<file path="src/touch_key_hold_chord_qualifier_top_macros.svh">
// Assertion helpers for the block's modules; tkq_outq is the one that uses them.
// Each macro expects signals named clk and rst_n in the module that uses it.
`ifndef TOUCH_KEY_HOLD_CHORD_QUALIFIER_TOP_MACROS_SVH
`define TOUCH_KEY_HOLD_CHORD_QUALIFIER_TOP_MACROS_SVH

`ifndef SYNTHESIS
`define TKQ_ASSERT(lbl, prop) \
  lbl: assert property (@(posedge clk) disable iff (!rst_n) prop) \
    else $error("tkq assertion failed");
`define TKQ_NEVER(lbl, expr) \
  lbl: assert property (@(posedge clk) disable iff (!rst_n) !(expr)) \
    else $error("tkq forbidden condition seen");
`else
`define TKQ_ASSERT(lbl, prop)
`define TKQ_NEVER(lbl, expr)
`endif

`endif

</file>
<file path="src/tkq_pkg.sv">
package tkq_pkg;

  localparam int READING_W  = 16;
  localparam int CFG_W      = 16;
  localparam int CMD_W      = 3;
  localparam int MAX_RES    = 5;
  localparam int NUM_PADS   = 5;
  localparam int NUM_SLOTS  = 7;
  localparam int CNT_W      = 3;
  localparam int CFG_ADDR_W = 4;
  localparam int APB_DATA_W = 32;

  typedef logic [CMD_W-1:0]     cmd_t;
  typedef logic [CNT_W-1:0]     cnt_t;
  typedef logic [READING_W-1:0] reading_t;
  typedef logic [CFG_W-1:0]     cfg_word_t;

  localparam cmd_t CMD_BACK   = 3'd0;
  localparam cmd_t CMD_ESC    = 3'd1;
  localparam cmd_t CMD_ENT    = 3'd2;
  localparam cmd_t CMD_ROT    = 3'd3;
  localparam cmd_t CMD_DIGIT1 = 3'd4;
  localparam cmd_t CMD_DIGIT2 = 3'd5;
  localparam cmd_t CMD_DIGIT3 = 3'd6;
  localparam cmd_t CMD_DIGIT4 = 3'd7;

  localparam logic [CFG_ADDR_W-3:0] REG_THRESHOLD = 2'd0;
  localparam logic [CFG_ADDR_W-3:0] REG_HOLD      = 2'd1;
  localparam logic [CFG_ADDR_W-3:0] REG_DEBOUNCE  = 2'd2;

  localparam cfg_word_t THRESHOLD_RST = 16'd25;
  localparam cfg_word_t HOLD_RST      = 16'd1000;
  localparam cfg_word_t DEBOUNCE_RST  = 16'd500;

  typedef struct packed {
    cfg_word_t touch_threshold;
    cfg_word_t hold_time_ms;
    cfg_word_t debounce_time_ms;
  } cfg_t;

  typedef struct packed {
    reading_t enter_reading;
    reading_t key_one_reading;
    reading_t key_two_reading;
    logic     rotate_event;
    logic     key_one_event;
    logic     key_two_event;
    logic     key_three_event;
    logic     key_four_event;
  } item_t;

  // Up to five commands caused by one tick, packed from slot 0 upward.
  typedef struct packed {
    cnt_t                   cnt;
    cmd_t [MAX_RES-1:0]     code;
  } bundle_t;

endpackage

</file>
<file path="src/tkq_ifs.sv">
interface tkq_in_if import tkq_pkg::*; ();
  logic     valid;
  logic     ready;
  reading_t enter_reading;
  reading_t key_one_reading;
  reading_t key_two_reading;
  logic     rotate_event;
  logic     key_one_event;
  logic     key_two_event;
  logic     key_three_event;
  logic     key_four_event;

  modport source (
    output valid, enter_reading, key_one_reading, key_two_reading,
           rotate_event, key_one_event, key_two_event, key_three_event, key_four_event,
    input  ready
  );
  modport sink (
    input  valid, enter_reading, key_one_reading, key_two_reading,
           rotate_event, key_one_event, key_two_event, key_three_event, key_four_event,
    output ready
  );
endinterface

interface tkq_out_if import tkq_pkg::*; ();
  logic valid;
  logic ready;
  cmd_t command_code;
  logic last_of_tick;

  modport source (output valid, command_code, last_of_tick, input ready);
  modport sink (input valid, command_code, last_of_tick, output ready);
endinterface

</file>
<file path="src/tkq_cfg.sv">
module tkq_cfg import tkq_pkg::*; (
  input  logic                  clk,
  input  logic                  rst_n,
  input  logic                  psel,
  input  logic                  penable,
  input  logic                  pwrite,
  input  logic [CFG_ADDR_W-1:0] paddr,
  input  logic [APB_DATA_W-1:0] pwdata,
  output logic [APB_DATA_W-1:0] prdata,
  output logic                  pready,
  output cfg_t                  cfg
);

  cfg_t                    cfg_r;
  logic [CFG_ADDR_W-3:0]   reg_idx;
  logic                    wr_en;

  assign reg_idx = paddr[CFG_ADDR_W-1:2];
  assign wr_en   = psel & penable & pwrite;
  assign pready  = 1'b1;
  assign cfg     = cfg_r;

  always_ff @(posedge clk) begin
    if (!rst_n) begin
      cfg_r.touch_threshold  <= THRESHOLD_RST;
      cfg_r.hold_time_ms     <= HOLD_RST;
      cfg_r.debounce_time_ms <= DEBOUNCE_RST;
    end else if (wr_en) begin
      unique case (reg_idx)
        REG_THRESHOLD: cfg_r.touch_threshold  <= pwdata[CFG_W-1:0];
        REG_HOLD:      cfg_r.hold_time_ms     <= pwdata[CFG_W-1:0];
        REG_DEBOUNCE:  cfg_r.debounce_time_ms <= pwdata[CFG_W-1:0];
        default: ;
      endcase
    end
  end

  always_comb begin
    prdata = '0;
    unique case (reg_idx)
      REG_THRESHOLD: prdata = {{(APB_DATA_W-CFG_W){1'b0}}, cfg_r.touch_threshold};
      REG_HOLD:      prdata = {{(APB_DATA_W-CFG_W){1'b0}}, cfg_r.hold_time_ms};
      REG_DEBOUNCE:  prdata = {{(APB_DATA_W-CFG_W){1'b0}}, cfg_r.debounce_time_ms};
      default:       prdata = '0;
    endcase
  end

endmodule

</file>
<file path="src/tkq_core.sv">
module tkq_core import tkq_pkg::*; #(
  parameter int TIME_BITS = 32
) (
  input  logic    clk,
  input  logic    rst_n,
  input  logic    in_valid,
  output logic    in_ready,
  input  item_t   in_item,
  input  cfg_t    cfg,
  input  logic    q_free,
  output logic    push,
  output bundle_t bundle
);

  typedef logic [TIME_BITS-1:0] time_t;

  function automatic logic past_limit(time_t now, time_t start, cfg_word_t lim);
    time_t d;
    d = now - start;
    return d > time_t'(lim);
  endfunction

  function automatic time_t later_of(time_t a, time_t b);
    return (a > b) ? a : b;
  endfunction

  logic  in_valid_r;
  item_t item_r;
  time_t tick_r, ent_start_r, k1_start_r, k2_start_r;
  logic  ent_held_r, k1_held_r, k2_held_r;
  logic  ent_done_r, esc_done_r, back_done_r;
  time_t last_fire_r [NUM_PADS];

  logic  eval_go;
  logic  ent_t, k1_t, k2_t;
  time_t ent_start_nxt, k1_start_nxt, k2_start_nxt;
  logic  back_done_mid, ent_done_mid, ent_done_two, esc_done_two, esc_done_three;
  logic  fire_back, fire_esc, fire_ent;
  logic  back_done_nxt, esc_done_nxt, ent_done_nxt;
  logic [NUM_PADS-1:0]  pad_req, pad_ok, pad_fired;
  logic [NUM_SLOTS-1:0] slot_want, slot_fired;
  cmd_t  slot_code [NUM_SLOTS];
  cnt_t  cnt;
  cmd_t [MAX_RES-1:0] code;

  assign eval_go  = in_valid_r & q_free;
  assign in_ready = ~in_valid_r | q_free;

  assign ent_t = item_r.enter_reading   < cfg.touch_threshold;
  assign k1_t  = item_r.key_one_reading < cfg.touch_threshold;
  assign k2_t  = item_r.key_two_reading < cfg.touch_threshold;

  // Hold and chord tracking in the order key two, back, enter, key one, escape/enter.
  always_comb begin
    k2_start_nxt  = (k2_t && !k2_held_r) ? tick_r : k2_start_r;
    back_done_mid = k2_t & k2_held_r & back_done_r;
    fire_back     = ent_held_r & k2_t & ~back_done_mid &
                    past_limit(tick_r, later_of(ent_start_r, k2_start_nxt), cfg.hold_time_ms);
    back_done_nxt = back_done_mid | fire_back;
    ent_done_mid  = ent_done_r | fire_back;

    ent_start_nxt = (ent_t && !ent_held_r) ? tick_r : ent_start_r;
    ent_done_two  = ent_t & ent_held_r & ent_done_mid;
    esc_done_two  = (ent_t && !ent_held_r) ? 1'b0 : esc_done_r;

    k1_start_nxt   = (k1_t && !k1_held_r) ? tick_r : k1_start_r;
    esc_done_three = k1_t & k1_held_r & esc_done_two;

    fire_esc = 1'b0;
    fire_ent = 1'b0;
    if (ent_t && k1_t && !esc_done_three) begin
      fire_esc = past_limit(tick_r, later_of(ent_start_nxt, k1_start_nxt), cfg.hold_time_ms);
    end else if (ent_t && !k1_t && !ent_done_two) begin
      fire_ent = past_limit(tick_r, ent_start_nxt, cfg.hold_time_ms);
    end
    esc_done_nxt = esc_done_three | fire_esc;
    ent_done_nxt = ent_done_two | fire_esc | fire_ent;
  end

  // Digit pads are muted while enter is held after this tick's tracking.
  assign pad_req = {item_r.key_four_event & ~ent_t, item_r.key_three_event & ~ent_t,
                    item_r.key_two_event & ~ent_t, item_r.key_one_event & ~ent_t,
                    item_r.rotate_event};

  always_comb begin
    for (int i = 0; i < NUM_PADS; i++) begin
      pad_ok[i] = past_limit(tick_r, last_fire_r[i], cfg.debounce_time_ms);
    end
  end

  assign slot_want = {pad_req & pad_ok, fire_esc | fire_ent, fire_back};

  always_comb begin
    slot_code[0] = CMD_BACK;
    slot_code[1] = fire_esc ? CMD_ESC : CMD_ENT;
    slot_code[2] = CMD_ROT;
    slot_code[3] = CMD_DIGIT1;
    slot_code[4] = CMD_DIGIT2;
    slot_code[5] = CMD_DIGIT3;
    slot_code[6] = CMD_DIGIT4;
  end

  // Pack wanted commands in order; anything beyond the fifth is dropped.
  always_comb begin
    cnt        = '0;
    code       = '0;
    slot_fired = '0;
    for (int i = 0; i < NUM_SLOTS; i++) begin
      if (slot_want[i] && (cnt < cnt_t'(MAX_RES))) begin
        code[cnt]     = slot_code[i];
        slot_fired[i] = 1'b1;
        cnt           = cnt_t'(cnt + 1'b1);
      end
    end
  end

  assign pad_fired   = slot_fired[NUM_SLOTS-1:2];
  assign bundle.cnt  = cnt;
  assign bundle.code = code;
  assign push        = eval_go & (cnt != '0);

  always_ff @(posedge clk) begin
    if (in_valid && in_ready) begin
      item_r <= in_item;
    end
  end

  always_ff @(posedge clk) begin
    if (!rst_n) begin
      in_valid_r  <= 1'b0;
      tick_r      <= '0;
      ent_start_r <= '0;
      k1_start_r  <= '0;
      k2_start_r  <= '0;
      ent_held_r  <= 1'b0;
      k1_held_r   <= 1'b0;
      k2_held_r   <= 1'b0;
      ent_done_r  <= 1'b0;
      esc_done_r  <= 1'b0;
      back_done_r <= 1'b0;
      for (int i = 0; i < NUM_PADS; i++) begin
        last_fire_r[i] <= '0;
      end
    end else begin
      if (in_ready) begin
        in_valid_r <= in_valid;
      end
      if (eval_go) begin
        tick_r      <= tick_r + 1'b1;
        ent_start_r <= ent_start_nxt;
        k1_start_r  <= k1_start_nxt;
        k2_start_r  <= k2_start_nxt;
        ent_held_r  <= ent_t;
        k1_held_r   <= k1_t;
        k2_held_r   <= k2_t;
        ent_done_r  <= ent_done_nxt;
        esc_done_r  <= esc_done_nxt;
        back_done_r <= back_done_nxt;
        for (int i = 0; i < NUM_PADS; i++) begin
          if (pad_fired[i]) begin
            last_fire_r[i] <= tick_r;
          end
        end
      end
    end
  end

endmodule

</file>
<file path="src/tkq_outq.sv">
`include "touch_key_hold_chord_qualifier_top_macros.svh"

module tkq_outq import tkq_pkg::*; (
  input  logic    clk,
  input  logic    rst_n,
  input  logic    push,
  input  bundle_t bundle,
  output logic    q_free,
  output logic    out_valid,
  input  logic    out_ready,
  output cmd_t    out_code,
  output logic    out_last
);

  bundle_t bundle_r;
  cnt_t    idx_r;
  logic    valid_r;
  logic    out_fire;

  assign out_valid = valid_r;
  assign out_code  = bundle_r.code[idx_r];
  assign out_last  = (cnt_t'(idx_r + 1'b1) == bundle_r.cnt);
  assign out_fire  = valid_r & out_ready;
  assign q_free    = ~valid_r | (out_fire & out_last);

  always_ff @(posedge clk) begin
    if (push) begin
      bundle_r <= bundle;
    end
  end

  always_ff @(posedge clk) begin
    if (!rst_n) begin
      valid_r <= 1'b0;
      idx_r   <= '0;
    end else if (push) begin
      valid_r <= 1'b1;
      idx_r   <= '0;
    end else if (out_fire) begin
      if (out_last) begin
        valid_r <= 1'b0;
      end else begin
        idx_r <= cnt_t'(idx_r + 1'b1);
      end
    end
  end

  `TKQ_ASSERT(a_idx_in_range, valid_r |-> (bundle_r.cnt != '0) && (idx_r < bundle_r.cnt))
  `TKQ_ASSERT(a_mid_tick_keeps_valid, (out_fire && !out_last) |=> valid_r)
  `TKQ_ASSERT(a_drain_empties, (out_fire && out_last && !push) |=> !valid_r)
  `TKQ_NEVER(a_no_overwrite, push && valid_r && !(out_fire && out_last))

endmodule

</file>
<file path="src/touch_key_hold_chord_qualifier_top.sv">
// Channel   Dir   Payload                                         Handshake
// in_ch     in    three 16-bit readings, five event flags         valid/ready
// out_ch    out   command_code (3 bits), last_of_tick             valid/ready
// cfg_*     in    APB registers: threshold, hold time, debounce   psel/penable/pready
//
// A tick is held in an input register and evaluated into a bundle register of up
// to five commands. While out_ch is ready, commands leave one per cycle and a
// new tick can be taken every cycle while each tick yields at most one command.
// A tick with several commands holds the next tick in the input register until
// its last command is taken. Reset is synchronous and clears all tracking state.
module touch_key_hold_chord_qualifier_top import tkq_pkg::*; #(
  parameter int TIME_BITS = 32
) (
  input  logic                  clk,
  input  logic                  rst_n,
  tkq_in_if.sink                in_ch,
  tkq_out_if.source             out_ch,
  input  logic                  cfg_psel,
  input  logic                  cfg_penable,
  input  logic                  cfg_pwrite,
  input  logic [CFG_ADDR_W-1:0] cfg_paddr,
  input  logic [APB_DATA_W-1:0] cfg_pwdata,
  output logic [APB_DATA_W-1:0] cfg_prdata,
  output logic                  cfg_pready
);

  cfg_t    cfg;
  item_t   item;
  bundle_t bundle;
  logic    push;
  logic    q_free;

  assign item.enter_reading   = in_ch.enter_reading;
  assign item.key_one_reading = in_ch.key_one_reading;
  assign item.key_two_reading = in_ch.key_two_reading;
  assign item.rotate_event    = in_ch.rotate_event;
  assign item.key_one_event   = in_ch.key_one_event;
  assign item.key_two_event   = in_ch.key_two_event;
  assign item.key_three_event = in_ch.key_three_event;
  assign item.key_four_event  = in_ch.key_four_event;

  tkq_cfg u_cfg (
    .clk     (clk),
    .rst_n   (rst_n),
    .psel    (cfg_psel),
    .penable (cfg_penable),
    .pwrite  (cfg_pwrite),
    .paddr   (cfg_paddr),
    .pwdata  (cfg_pwdata),
    .prdata  (cfg_prdata),
    .pready  (cfg_pready),
    .cfg     (cfg)
  );

  tkq_core #(.TIME_BITS(TIME_BITS)) u_core (
    .clk      (clk),
    .rst_n    (rst_n),
    .in_valid (in_ch.valid),
    .in_ready (in_ch.ready),
    .in_item  (item),
    .cfg      (cfg),
    .q_free   (q_free),
    .push     (push),
    .bundle   (bundle)
  );

  tkq_outq u_outq (
    .clk       (clk),
    .rst_n     (rst_n),
    .push      (push),
    .bundle    (bundle),
    .q_free    (q_free),
    .out_valid (out_ch.valid),
    .out_ready (out_ch.ready),
    .out_code  (out_ch.command_code),
    .out_last  (out_ch.last_of_tick)
  );

endmodule

</file>
<file path="src/flat_wrapper.sv">
// flat-port wrapper written by rule: the top's interface ports become plain ports
module touch_key_hold_chord_qualifier_top_flat import tkq_pkg::*;
#(
  parameter int TIME_BITS = 32
)
  (clk, rst_n, cfg_psel, cfg_penable, cfg_pwrite, cfg_paddr, cfg_pwdata, cfg_prdata, cfg_pready, in_ch_valid, in_ch_enter_reading, in_ch_key_one_reading, in_ch_key_two_reading, in_ch_rotate_event, in_ch_key_one_event, in_ch_key_two_event, in_ch_key_three_event, in_ch_key_four_event, in_ch_ready, out_ch_valid, out_ch_command_code, out_ch_last_of_tick, out_ch_ready);
  tkq_in_if in_ch_i ();
  tkq_out_if out_ch_i ();
  input  logic clk;
  input  logic rst_n;
  input  logic cfg_psel;
  input  logic cfg_penable;
  input  logic cfg_pwrite;
  input  logic [CFG_ADDR_W-1:0] cfg_paddr;
  input  logic [APB_DATA_W-1:0] cfg_pwdata;
  output logic [APB_DATA_W-1:0] cfg_prdata;
  output logic cfg_pready;
  input wire logic [$bits(in_ch_i.valid)-1:0] in_ch_valid;
  input wire logic [$bits(in_ch_i.enter_reading)-1:0] in_ch_enter_reading;
  input wire logic [$bits(in_ch_i.key_one_reading)-1:0] in_ch_key_one_reading;
  input wire logic [$bits(in_ch_i.key_two_reading)-1:0] in_ch_key_two_reading;
  input wire logic [$bits(in_ch_i.rotate_event)-1:0] in_ch_rotate_event;
  input wire logic [$bits(in_ch_i.key_one_event)-1:0] in_ch_key_one_event;
  input wire logic [$bits(in_ch_i.key_two_event)-1:0] in_ch_key_two_event;
  input wire logic [$bits(in_ch_i.key_three_event)-1:0] in_ch_key_three_event;
  input wire logic [$bits(in_ch_i.key_four_event)-1:0] in_ch_key_four_event;
  output wire logic [$bits(in_ch_i.ready)-1:0] in_ch_ready;
  output wire logic [$bits(out_ch_i.valid)-1:0] out_ch_valid;
  output wire logic [$bits(out_ch_i.command_code)-1:0] out_ch_command_code;
  output wire logic [$bits(out_ch_i.last_of_tick)-1:0] out_ch_last_of_tick;
  input wire logic [$bits(out_ch_i.ready)-1:0] out_ch_ready;
  assign in_ch_i.valid = in_ch_valid;
  assign in_ch_i.enter_reading = in_ch_enter_reading;
  assign in_ch_i.key_one_reading = in_ch_key_one_reading;
  assign in_ch_i.key_two_reading = in_ch_key_two_reading;
  assign in_ch_i.rotate_event = in_ch_rotate_event;
  assign in_ch_i.key_one_event = in_ch_key_one_event;
  assign in_ch_i.key_two_event = in_ch_key_two_event;
  assign in_ch_i.key_three_event = in_ch_key_three_event;
  assign in_ch_i.key_four_event = in_ch_key_four_event;
  assign in_ch_ready = in_ch_i.ready;
  assign out_ch_valid = out_ch_i.valid;
  assign out_ch_command_code = out_ch_i.command_code;
  assign out_ch_last_of_tick = out_ch_i.last_of_tick;
  assign out_ch_i.ready = out_ch_ready;
  touch_key_hold_chord_qualifier_top #(.TIME_BITS(TIME_BITS)) u_core (.clk(clk), .rst_n(rst_n), .in_ch(in_ch_i), .out_ch(out_ch_i), .cfg_psel(cfg_psel), .cfg_penable(cfg_penable), .cfg_pwrite(cfg_pwrite), .cfg_paddr(cfg_paddr), .cfg_pwdata(cfg_pwdata), .cfg_prdata(cfg_prdata), .cfg_pready(cfg_pready));
endmodule
</file>
<file path="config.mk">
export PLATFORM = sky130hd
export DESIGN_NAME = touch_key_hold_chord_qualifier_top_flat
export DESIGN_NICKNAME = d
export VERILOG_FILES = /design/src/tkq_pkg.sv /design/src/tkq_ifs.sv /design/src/tkq_cfg.sv /design/src/tkq_core.sv /design/src/tkq_outq.sv /design/src/touch_key_hold_chord_qualifier_top.sv /design/src/flat_wrapper.sv
export VERILOG_INCLUDE_DIRS = /design/src /design/src/src
export SDC_FILE = /design/constraint.sdc
export NUM_CORES = 2
export LEC_CHECK = 0
export BUFFER_PORTS_ARGS = -buffer_cell sky130_fd_sc_hd__clkbuf_2
export CAP_MARGIN = 20
export CORE_UTILIZATION = 35
export CTS_CLUSTER_DIAMETER = 60
export DETAILED_ROUTE_END_ITERATION = 6
export HOLD_SLACK_MARGIN = 0.1
export SLEW_MARGIN = 20
export SYNTH_ARGS = -nofsm -noshare
export SYNTH_HDL_FRONTEND = slang
export SYNTH_HIERARCHICAL = 1
export SYNTH_SLANG_ARGS = --single-unit
</file>
<file path="constraint.sdc">
create_clock -name clk -period 25.8 [get_ports clk]
set_clock_uncertainty 0.2 [all_clocks]
set_input_delay 2.58 -clock clk [delete_from_list [all_inputs] [get_ports clk]]
set_output_delay 2.58 -clock clk [all_outputs]
set_load 0.01 [all_outputs]
</file>
======== Word-level counts from Yosys, hierarchy flattened ========
Memory sizes are Yosys's and may differ from the RTL's.
Index checks and enable logic that the tools add are counted.
storage, ports and cells
  logic and storage cells ................. 243
  output and inout port bits .............. 39
  memory bits (writable) .................. 160
  memories kept ........................... 1
  flip-flop bits (word level) ............. 258
cells by class
  reduce and logical (&&, ||, !) cells .... 36
  multiplexer cells ....................... 72
  bitwise logic cells ..................... 53
  add/sub/neg operators ................... 16
  equality and inequality tests ........... 3
  $lt $le $gt $ge ......................... 32
memory list
  name                       words  width  read ports  clocked after memory_dff  wr ports  line            source
  u_core.u_core.last_fire_r  5      32     5           0                         5         tkq_core.sv:32  time_t last_fire_r [NUM_PADS];
operators with widths
  cell                     count
  $mux W32                 10
  $gt A32 B16 Y1           8
  $sub A32 B32 Y32         8
  $mux W15                 6
  $gt A32 B32 Y1           2
  $demux W3 S3             6
  $lt A16 B16 Y1           3
  $pmux W16 S3             1
  $mux W3                  13
  $mux W1                  34
  $add A32 B1 Y32 const B  1
  $or A10 B10 Y10          3
  $lt A3 B4 Y1 const B     7
  $add A3 B1 Y3 const B    7
  $and A5 B5 Y5            4
  $logic_and A1 B1 Y1      20
  $and A1 B1 Y1            19
  $ge A3 B1 Y1 const B     6
  $lt A3 B3 Y1 const B     6
  $and A14 B15 Y15         1
  $not A5 Y5               3
  $or A15 B15 Y15          1
  $or A1 B1 Y1             13
  $and A10 B10 Y10         1
  14 further kinds         29

======== Depth between registers and ports, before layout ========
  depth after elaboration ................. 37
  gate-level depth with buffers ........... 72
  depth with buffers taken out ............ 69

======== Modules after synthesis ========
The synthesis kept the hierarchy.
by module, submodules not included
  module    area an instance (µm²)  cells an instance  instances
  tkq_core  34221.6                 4015               1
  tkq_cfg   2337.2                  265                1
  tkq_outq  983.4                   64                 1

======== Worst setup path after synthesis ========
OpenSTA, ideal clock, no wires.
  path kind ............................... register to register
  start ................................... register u_core.u_cfg.cfg_r (netlist bit u_core/u_cfg/cfg[33])
  end ..................................... memory u_core/u_core/last_fire_r[0][100] (netlist name), enable pin
  period minus slack after synthesis ...... 15.103 ns
  arrival time ............................ 14.437 ns
  stages on the path, launching flop included .. 60
  required time ........................... 25.134 ns
  setup slack ............................. 10.697 ns
  path through ............................ dfxtp_1 > inv_1 > ha_1 > a21o_1 > a21o_1 > a21o_1 > a21o_1 > a311oi_1 > nand2_1 > nor2_1 > buf_1 > mux2i_1 > ha_1 > a21o_1 > a21o_1 > a21o_1 > a21o_1 > a21oi_1 > [24 not listed] > nor4_1 > nor4b_1 > a311o_1 > clkbuf_1 > inv_1 > fa_1 > clkbuf_1 > nor2_1 > o2bb2ai_1 > or2_1 > buf_4 > inv_1 > ha_1 > inv_1 > nor3_1 > mux2_4 > a21o_1 > o21ai_0
RTL lines
  element             line            source
  start: declaration  tkq_cfg.sv:14   cfg_t cfg_r;
  end: declaration    tkq_core.sv:32

==> results.yml <==
status:
  status: "finished with violations"
  violations: "design-rule violations"
timing:
  tightestPinTransition_ns: 1.074
  fin_crit_sh_pct: 67.51
  hold_viol_final: 0
  maxSlewHeadroom_pct: 28.24
  fmax_mhz: 57.42
  fin_crit_ns: 17.42
  rsz0062_at_grt: "false"
  final-max-slew-violation-count: 0
  setup_viol: 0
  holdWs_ns: 0.2771
  tns_ns: 0
floorplanning:
  die_h_um: 329.5
  coreArea_um2: 105900
  num_rows: 119
  dieArea_um2: 108600
  die_w_um: 329.5
  start_util_pct: 35.46
  boundaryPins: 135
clock_tree:
  h-tree-depth: 2
  cts_hold_repair.buffers: 0
  cts_tree: "yes"
  clockRootBuffer: "clkbuf_16"
  post_cts_buffers: 0
  cts.sink_count: 418
  cts_buffer_depth: 3
  path_clk_slew_ns: 0.06
  clock_latency_ns: 0.63
  postCtsResizedCells: 0
  cts_buffers: 52
critical_path:
  reg2reg_depth: 60
  cp_slowest_cell: "a311oi_1"
  cp.arrival_ns: 17.49
  required_ns: 25.87
  cp_max_fo: 37
  r2r_slack_ns: 8.38
  critPathCaptureType: "register"
  crit_type: "reg2reg"
  startpoint_type: "register"
  cpPeakStageDelay_ns: 0.82
  reg2reg_to: "u_core/u_core/last_fire_r[0][64]$_DFFE_PP_"
  reg2reg_from: "u_core/u_cfg/cfg[33]$_SDFFE_PN0P_"
  cp-endpoint: "u_core/u_core/last_fire_r[0][64]$_DFFE_PP_"
  critPathLaunch: "u_core/u_cfg/cfg[33]$_SDFFE_PN0P_"
placement:
  io_buffers: 99
  dp_hpwl_um: 84640
  place_congestion: 0.9139
synthesis:
  ys_seq_elements: 418
  avgSynthCellArea_um2: 8.642
  ys_types: 119
  yosys_most_used_dff: "edfxtp_1"
  synth_area_um2: 37540
  synth-edff-count: 231
  yosys.area.top_type: "edfxtp_1"
  synth.top_cell.area_share_pct: 18.48
  synth.area.top_cells: "edfxtp_1 18%, ha_1 16%, dfxtp_1 10%"
  synth_cells: 4344
  ys_seq_area_share_pct: 28.45
  synthArstFlopShare_pct: 0
  yosysWarnings: 6
global_route:
  grt_usage_pct: 19.75
  grt_max_degree: 87
  grt_pass1_vias: 31330
  grt_pass1_wl_um: 170900
  gr-total-overflow: 0
  antenna_found_initial: 0
hold_path:
  hold_class: "reg2reg"
route:
  wl_per_cell_um: 18.63
  ant_nets: 0
  dr.pass1.iters: 7
  initialDrtViolationCount: 2279
  wl_um: 108700
  drcViolationCount: 3
  vias: 32360
  viasPerCell: 5.548
flow_run:
  maxCapViolations: 0
finish:
  final_nets: 4996
  synthToLayoutAreaGrowth_pct: 10.20
  drive_above_1_share_pct: 8.917
  mostFrequentLayoutCells: "494 x ha_1, 393 x nor2_1, 357 x inv_1, 309 x nand2_1, 309 x a21oi_1"
  layout_commonest_cell: "ha_1"
  diodes: 0
power_and_ir_drop:
  power.density_nw_per_um2: 56.04
  p_leak_uw: 0.01792
  vdd.ir_drop.worst_v: 0.00006308
-- critical path, delay by kind of cell, from the launching register on --
| kind | cells | cell delay, ns |
|---|---|---|
| AO/OA/AOI/OAI | 26 | 7.37 |
| XOR/XNOR | 1 | 0.09 |
| adder cells (fa/ha/maj) | 8 | 2.44 |
| buffers and inverters | 6 | 1.44 |
| flip-flops | 1 | 0.36 |
| multiplexers | 1 | 0.36 |
| AND/OR/NAND/NOR | 18 | 4.71 |
-- sequential cells by signal, indices dropped and copies added, names as in the netlist, 3 cells and up --
signal / cells
u_core/u_cfg/cfg: 48
u_core/u_core/ent_start_r: 32
u_core/u_core/item_r: 53
u_core/u_core/k1_start_r: 32
u_core/u_core/k2_start_r: 32
u_core/u_core/last_fire_r: 160
u_core/u_core/tick_r: 32
u_core/u_outq/bundle_r: 18
u_core/u_outq/idx_r: 3
-- per-layer routing --
layer,routed length (um),track usage (%),up-vias
met5,0,0,-
met4,3851,6.955,0
met3,4635,2.330,165
met2,49340,32.47,697
met1,50830,26.62,15350
li1,-,-,16150
-- stage by stage --
stage	worst slack, ns	instances	total power (uW)	area [um2]	util, %
finish	8.383	5832	2318	41370	39.08
global route	7.208	5832	2459	41370	39.08
CTS	8.002	5830	2326	41320	39.03
detailed placement	8.074	5732	1565	39560	37.37
global placement	8.334	5732	1553	39560	37.37
floorplan	10.70	4359	1381	37600	-
-- area by class of cell --
cell class / instances / area (um2)
clock inverters: 33 / 319.1
multi-input cells: 3411 / 24880
clock buffers: 65 / 1444
well taps: 1391 / 1740
inverters: 360 / 1361
repair buffers: 154 / 943.4
fillers: 10670 / 64490
flip-flops and latches: 418 / 10680
-- cells by family (layout without fill, tap and decap cells) --
kind of cell / after synthesis / in the layout / share of synthesized area (%)
AOI/OAI and AO/OA: 1248 / 1248 / 22.67
xor gates and xnor gates: 158 / 158 / 3.746
adders and majority gates: 503 / 503 / 16.94
buffers and inverters: 530 / 612 / 5.762
DFF: 418 / 418 / 28.45
muxes: 212 / 212 / 5.866
other: 2 / 17 / 0.02000
and+or+nand+nor: 1273 / 1273 / 16.54
-- how the worst min path moves through the flow --
| stage | startpoint | end | slack [ns] | cells after the start |
|---|---|---|---|---|
| finish | u_core/u_cfg/cfg[45]$_SDFFE_PN0P_ | u_core/u_cfg/cfg[45]$_SDFFE_PN0P_ | 0.28 | 2 |
| global route | u_core/u_cfg/cfg[41]$_SDFFE_PN0P_ | u_core/u_cfg/cfg[41]$_SDFFE_PN0P_ | 0.29 | 2 |
| CTS | u_core/u_cfg/cfg[45]$_SDFFE_PN0P_ | u_core/u_cfg/cfg[45]$_SDFFE_PN0P_ | 0.28 | 2 |
| detailed placement | u_core/u_cfg/cfg[45]$_SDFFE_PN0P_ | u_core/u_cfg/cfg[45]$_SDFFE_PN0P_ | 0.27 | 2 |
| global placement | u_core/u_cfg/cfg[44]$_SDFFE_PN0P_ | u_core/u_cfg/cfg[44]$_SDFFE_PN0P_ | 0.26 | 2 |
| floorplan | u_core/u_cfg/cfg[33]$_SDFFE_PN0P_ | u_core/u_cfg/cfg[33]$_SDFFE_PN0P_ | 0.25 | 2 |
-- Yosys cell counts (all sizes together), types with 11 or more instances --
master / count
a2111oi: 20
a211o: 14
a211oi: 144
a21boi: 12
a21o: 128
a21oi: 342
a31oi: 38
and2: 34
and3: 47
buf: 54
clkbuf: 116
dfxtp: 187
edfxtp: 231
ha: 494
inv: 359
mux2: 41
mux2i: 170
nand2: 310
nand2b: 66
nand3: 80
nand4: 77
nor2: 397
nor2b: 58
nor3: 68
nor3b: 15
nor4: 34
o2111ai: 13
o211ai: 38
o21a: 61
o21ai: 224
o21bai: 27
o22ai: 15
o311ai: 11
o31a: 12
o31ai: 16
or2: 15
or3: 21
or4: 12
xnor2: 100
xor2: 57
-- power by group --
group          switching [uW]  internal (uW)
combinational             464            329
sequential               22.1            747
clock                     316            441
Power figures use the tool's default switching activity.
